File: config.mk
export PLATFORM = sky130hd
export DESIGN_NAME = rstrk_ctrl
export DESIGN_NICKNAME = d
export VERILOG_FILES = /design/src/hdl/rstrk_pkg.sv /design/src/hdl/rstrk_ctrl.sv
export SDC_FILE = /design/constraint.sdc
export NUM_CORES = 1
export LEC_CHECK = 0
export BUFFER_PORTS_ARGS = -buffer_cell sky130_fd_sc_hd__buf_2
export CORE_AREA = 2 2 39 41
export DETAILED_ROUTE_END_ITERATION = 10
export DIE_AREA = 0 0 41 43
export PLACE_DENSITY_LB_ADDON = 0.15
export SYNTH_ARGS = -nofsm -noshare
export SYNTH_HDL_FRONTEND = slang
export SYNTH_SLANG_ARGS = --single-unit
File: constraint.sdc
create_clock -name clk_i -period 1.2 [get_ports clk_i]
set_input_delay 0.06 -clock clk_i [delete_from_list [all_inputs] [get_ports clk_i]]
set_output_delay 0.06 -clock clk_i [all_outputs]
set_load 0.02 [all_outputs]
File: src/hdl/rstrk_pkg.sv
// Shared types and codes for the request slot tracker.
package rstrk_pkg;

  // Request commands.
  typedef enum logic [2:0] {
    CMD_ISSUE    = 3'd0,
    CMD_TAKE     = 3'd1,
    CMD_CANCEL   = 3'd2,
    CMD_COMPLETE = 3'd3,
    CMD_COLLECT  = 3'd4
  } cmd_e;

  // Result status codes.
  typedef enum logic [2:0] {
    STS_OK       = 3'd0,
    STS_FULL     = 3'd1,
    STS_NONE     = 3'd2,
    STS_NOT_PROC = 3'd3,
    STS_NOT_DONE = 3'd4
  } res_status_e;

  // Life cycle of one slot.
  typedef enum logic [1:0] {
    SLOT_IDLE       = 2'd0,
    SLOT_PENDING    = 2'd1,
    SLOT_PROCESSING = 2'd2,
    SLOT_COMPLETE   = 2'd3
  } slot_state_e;

  // Controller states.
  typedef enum logic [2:0] {
    FSM_CLEAR,
    FSM_IDLE,
    FSM_SCAN,
    FSM_LOOKUP,
    FSM_APPLY,
    FSM_FETCH
  } fsm_e;

  typedef struct packed {
    logic [2:0]  command;
    logic [6:0]  slot;
    logic [63:0] request_handle;
    logic [63:0] return_value;
  } req_t;

  typedef struct packed {
    logic [2:0]  status;
    logic [6:0]  slot_out;
    logic [63:0] handle_out;
    logic [63:0] value_out;
    logic [7:0]  pending_out;
  } res_t;

  // Commands from the controller to the datapath.
  typedef struct packed {
    logic clear;
    logic latch;
    logic scan_start;
    logic scan_step;
    logic commit;
    logic fail;
    logic lookup;
    logic apply;
    logic fetch;
  } ctl_cmd_t;

  // Status from the datapath to the controller.
  typedef struct packed {
    logic clear_done;
    logic new_is_scan;
    logic is_take;
    logic hit;
    logic miss;
  } dp_stat_t;

endpackage

File: src/hdl/rstrk_ctrl.sv
// Controller state machine of the request slot tracker.
module rstrk_ctrl (
  input  logic                clk_i,
  input  logic                rst_ni,
  input  logic                start,
  output logic                busy,
  input  rstrk_pkg::dp_stat_t stat_i,
  output rstrk_pkg::ctl_cmd_t cmd_o
);
  import rstrk_pkg::*;

  fsm_e state_q, state_d;

  always_ff @(posedge clk_i or negedge rst_ni) begin
    if (!rst_ni) begin
      state_q <= FSM_CLEAR;
    end else begin
      state_q <= state_d;
    end
  end

  always_comb begin
    state_d = state_q;
    cmd_o   = '0;
    busy    = 1'b1;
    case (state_q)
      FSM_CLEAR: begin
        cmd_o.clear = 1'b1;
        if (stat_i.clear_done) begin
          state_d = FSM_IDLE;
        end
      end
      FSM_IDLE: begin
        busy = 1'b0;
        if (start) begin
          cmd_o.latch = 1'b1;
          if (stat_i.new_is_scan) begin
            cmd_o.scan_start = 1'b1;
            state_d          = FSM_SCAN;
          end else begin
            state_d = FSM_LOOKUP;
          end
        end
      end
      FSM_SCAN: begin
        cmd_o.scan_step = 1'b1;
        if (stat_i.hit) begin
          cmd_o.commit = 1'b1;
          state_d      = stat_i.is_take ? FSM_FETCH : FSM_IDLE;
        end else if (stat_i.miss) begin
          cmd_o.fail = 1'b1;
          state_d    = FSM_IDLE;
        end
      end
      FSM_LOOKUP: begin
        cmd_o.lookup = 1'b1;
        state_d      = FSM_APPLY;
      end
      FSM_APPLY: begin
        cmd_o.apply = 1'b1;
        state_d     = FSM_IDLE;
      end
      FSM_FETCH: begin
        cmd_o.fetch = 1'b1;
        state_d     = FSM_IDLE;
      end
      default: begin
        state_d = FSM_IDLE;
      end
    endcase
  end

endmodule

==> metrics <==
run status=finished with violations; failing checks=setup timing; Post-Synth Adder-Cell Area=0%; Post-synth ARST share=100%; Most flops, register=state_q; nets=62; R2R Path Start=state_q[0]$_DFFE_PN0P_; dpl cell area=355 um2; worst min-delay path category=in2reg; # port buffers=17; Core Footprint=1380 um2; Tot Pwr=0.00122 W; Cell Pwr Density=2600 nW/um2; Mapped Cells=27; Peak VDD IR=0.000942 V; antenna violations before repair=0; gr usage total=8.65%; Synth area leaders=dfrtp_1, nor2_1, or3b_1, nor3b_1, inv_1; Clock Tree Buf Depth=2; n_diodes=0; # H-tree levels=1; crit-path max FO=4; routability cong.=0.587; Initial DRC Count=1; Tcrit/Tclk final=113%; first-pass GRT wire length=1010 um; Skew-Pair Late Insertion Delay=0.23 ns; Clock Sinks=3; vias post-DR=275; syn_area_per_cell=8.16 um2; Reg clk slew, reported paths=0.04 ns; startpoint type of the worst setup path=flip-flop; Clock Skew=0.00183 ns; RSZ-0062 raised after global routing=true; Synth area leader=dfrtp_1; multiplexer share of the synthesized area=0%; Rows=14; DRC=0; CP Data Required Time=1.14 ns; vias in the first global route=269; largest net degree at the start of global routing=7; initial core utilization=15.9%; Max Cap Violations=0; I/O pin cnt=18; Unique masters post-synth=16; max reg flops=3; Worst Hold Slack=0.0840 ns; Rel. slew slack=81.4%; Reg-to-Reg End=state_q[0]$_DFFE_PN0P_; Post-synth EDFFs=0; DRT antenna net count=0; FF-to-FF path depth=3; share of layout cells above drive strength 1=71.7%; main combinational cell family by area after synthesis=simple AND/OR/NAND/NOR gates; Simple-Gate Fraction of Synth Area=42.0%; final worst slack=-0.155 ns; Post-Syn Nets=35; final hold violation count=0; height of the die=43 um; Critical Path Sink Type=output port; reg2reg setup slack=0.03 ns; Design Area, Final=469 um2; CTS tree=built; fin cells=69; DR pass1 iterations=2; top_reg_cell synth=dfrtp_1; Final setup viols=6; post-DR wirelength/cell=9.20 um; hold path startpoint=stat_i[0]; CTS buffer count=3; final slew viol count=0; Syn. warnings=0; Syn Std Cell Area=220 um2; Tmin final=1.36 ns; drt via density=3.99; CTS root buffer=clkbuf_4; full die area=1760 um2; Regs by FF count=state_q: 3 flops; xor/xnor share of the synthesized area=0%; chip width=41 um; Hold Crit Depth=2; Compound-Gate Fraction of Synth Area=15.3%; Leak=0.230 nW; dpl hpwl=470 um; Synth top area share=34.1%; f_max=738 MHz; Detailed Route WL=635 um; sequential area share after synthesis=34.1%; hold path endpoint=state_q[1]$_DFFE_PN0P_; Congestion Overflow GR=0; crit path kind=reg2out; #FFs+latches synth=3; Least-Margin Pin Slew=0.278 ns; Worst Path Arrival=1.30 ns; Area Growth Syn to Fin=113%; Placed Cells=61
==> how the worst max path moves through the flow <==
stage,from,to,slack [ns],cells after the start
2_1_floorplan,state_q[0]$_DFFE_PN0P_,cmd_o[6],0.01,3
6_report,state_q[0]$_DFFE_PN0P_,cmd_o[7],-0.16,3
4_1_cts,state_q[1]$_DFFE_PN0P_,cmd_o[6],-0.17,3
3_3_place_gp,state_q[1]$_DFFE_PN0P_,state_q[0]$_DFFE_PN0P_,-0.04,2
3_5_place_dp,state_q[1]$_DFFE_PN0P_,state_q[0]$_DFFE_PN0P_,-0.01,2
5_1_grt,state_q[0]$_DFFE_PN0P_,cmd_o[6],-0.20,3
==> layer usage <==
metal	part of all wire (%)	wire, um	vias to the layer above	global-route usage (%)
li1	-	-	142	-
met1	41	263	123	10.4
met2	51	326	10	11.9
met3	6.9	44	0	2.09
met4	0	0	0	8.00
met5	0	0	-	0
==> cell usage in the layout, fill, tap and decap left out, types with 2 or more instances in the layout <==
master and count:
dfrtp_1 2, inv_1 3, nor3b_2 2, buf_6 5, nor2_1 3, nor2_4 2
buf_2 11, nor3_2 2, clkbuf_4 3, buf_4 6
==> metrics by stage <==
stage	util, %	TNS [ns]	worst slack (ns)
2_1_floorplan	-	0	0.00993
3_3_place_gp	25.7	-0.0382	-0.0382
3_5_place_dp	25.7	-0.00990	-0.00990
4_1_cts	31.6	-0.952	-0.174
5_1_grt	33.9	-1.13	-0.199
6_report	33.9	-0.700	-0.155
==> worst max-delay path, cell delays in order (launching register included) <==
cell	delay [ns]
dfrtp_1	0.41
or3b_4	0.45
nor2_4	0.10
buf_6	0.12
==> area by class of cell <==
cell class	count	area, um2
multi-input cells	20	169
flip-flops and latches	3	76.3
fillers	155	915
inverters	3	11.3
clock buffers	4	26.3
well taps	16	20.0
repair buffers	23	166
==> Yosys cell counts (2+ instances only) <==
library cell  instances
dfrtp_1               3
inv_1                 3
nor2_1                5
nor3_1                2
nor3b_1               2
or3b_1                2
==> logic make-up (layout without fill, tap and decap cells) <==
group	after synthesis	in the layout
flip-flops	3	3
AO/OA/AOI/OAI	4	4
buffers and inverters	4	30
AND/OR/NAND/NOR	16	16
==> power by group <==
| group | internal, W | switching [W] | leakage (nW) |
|---|---|---|---|
| logic | 0.000431 | 0.000415 | 0.178 |
| clock network | 0.000124 | 0.0000470 | 0.0150 |
| registers | 0.000151 | 0.0000532 | 0.0365 |
==> timing repair <==
action / CTS / global route
endpoints found under the setup margin: 9 / 11
endpoints found under the hold margin: 3 / 0
gates resized for setup: 10 / 7
hold buffers: 1 / 0
buffers inserted: 2 / 1
pin swaps: 2 / 4
Power figures use the tool's default switching activity.
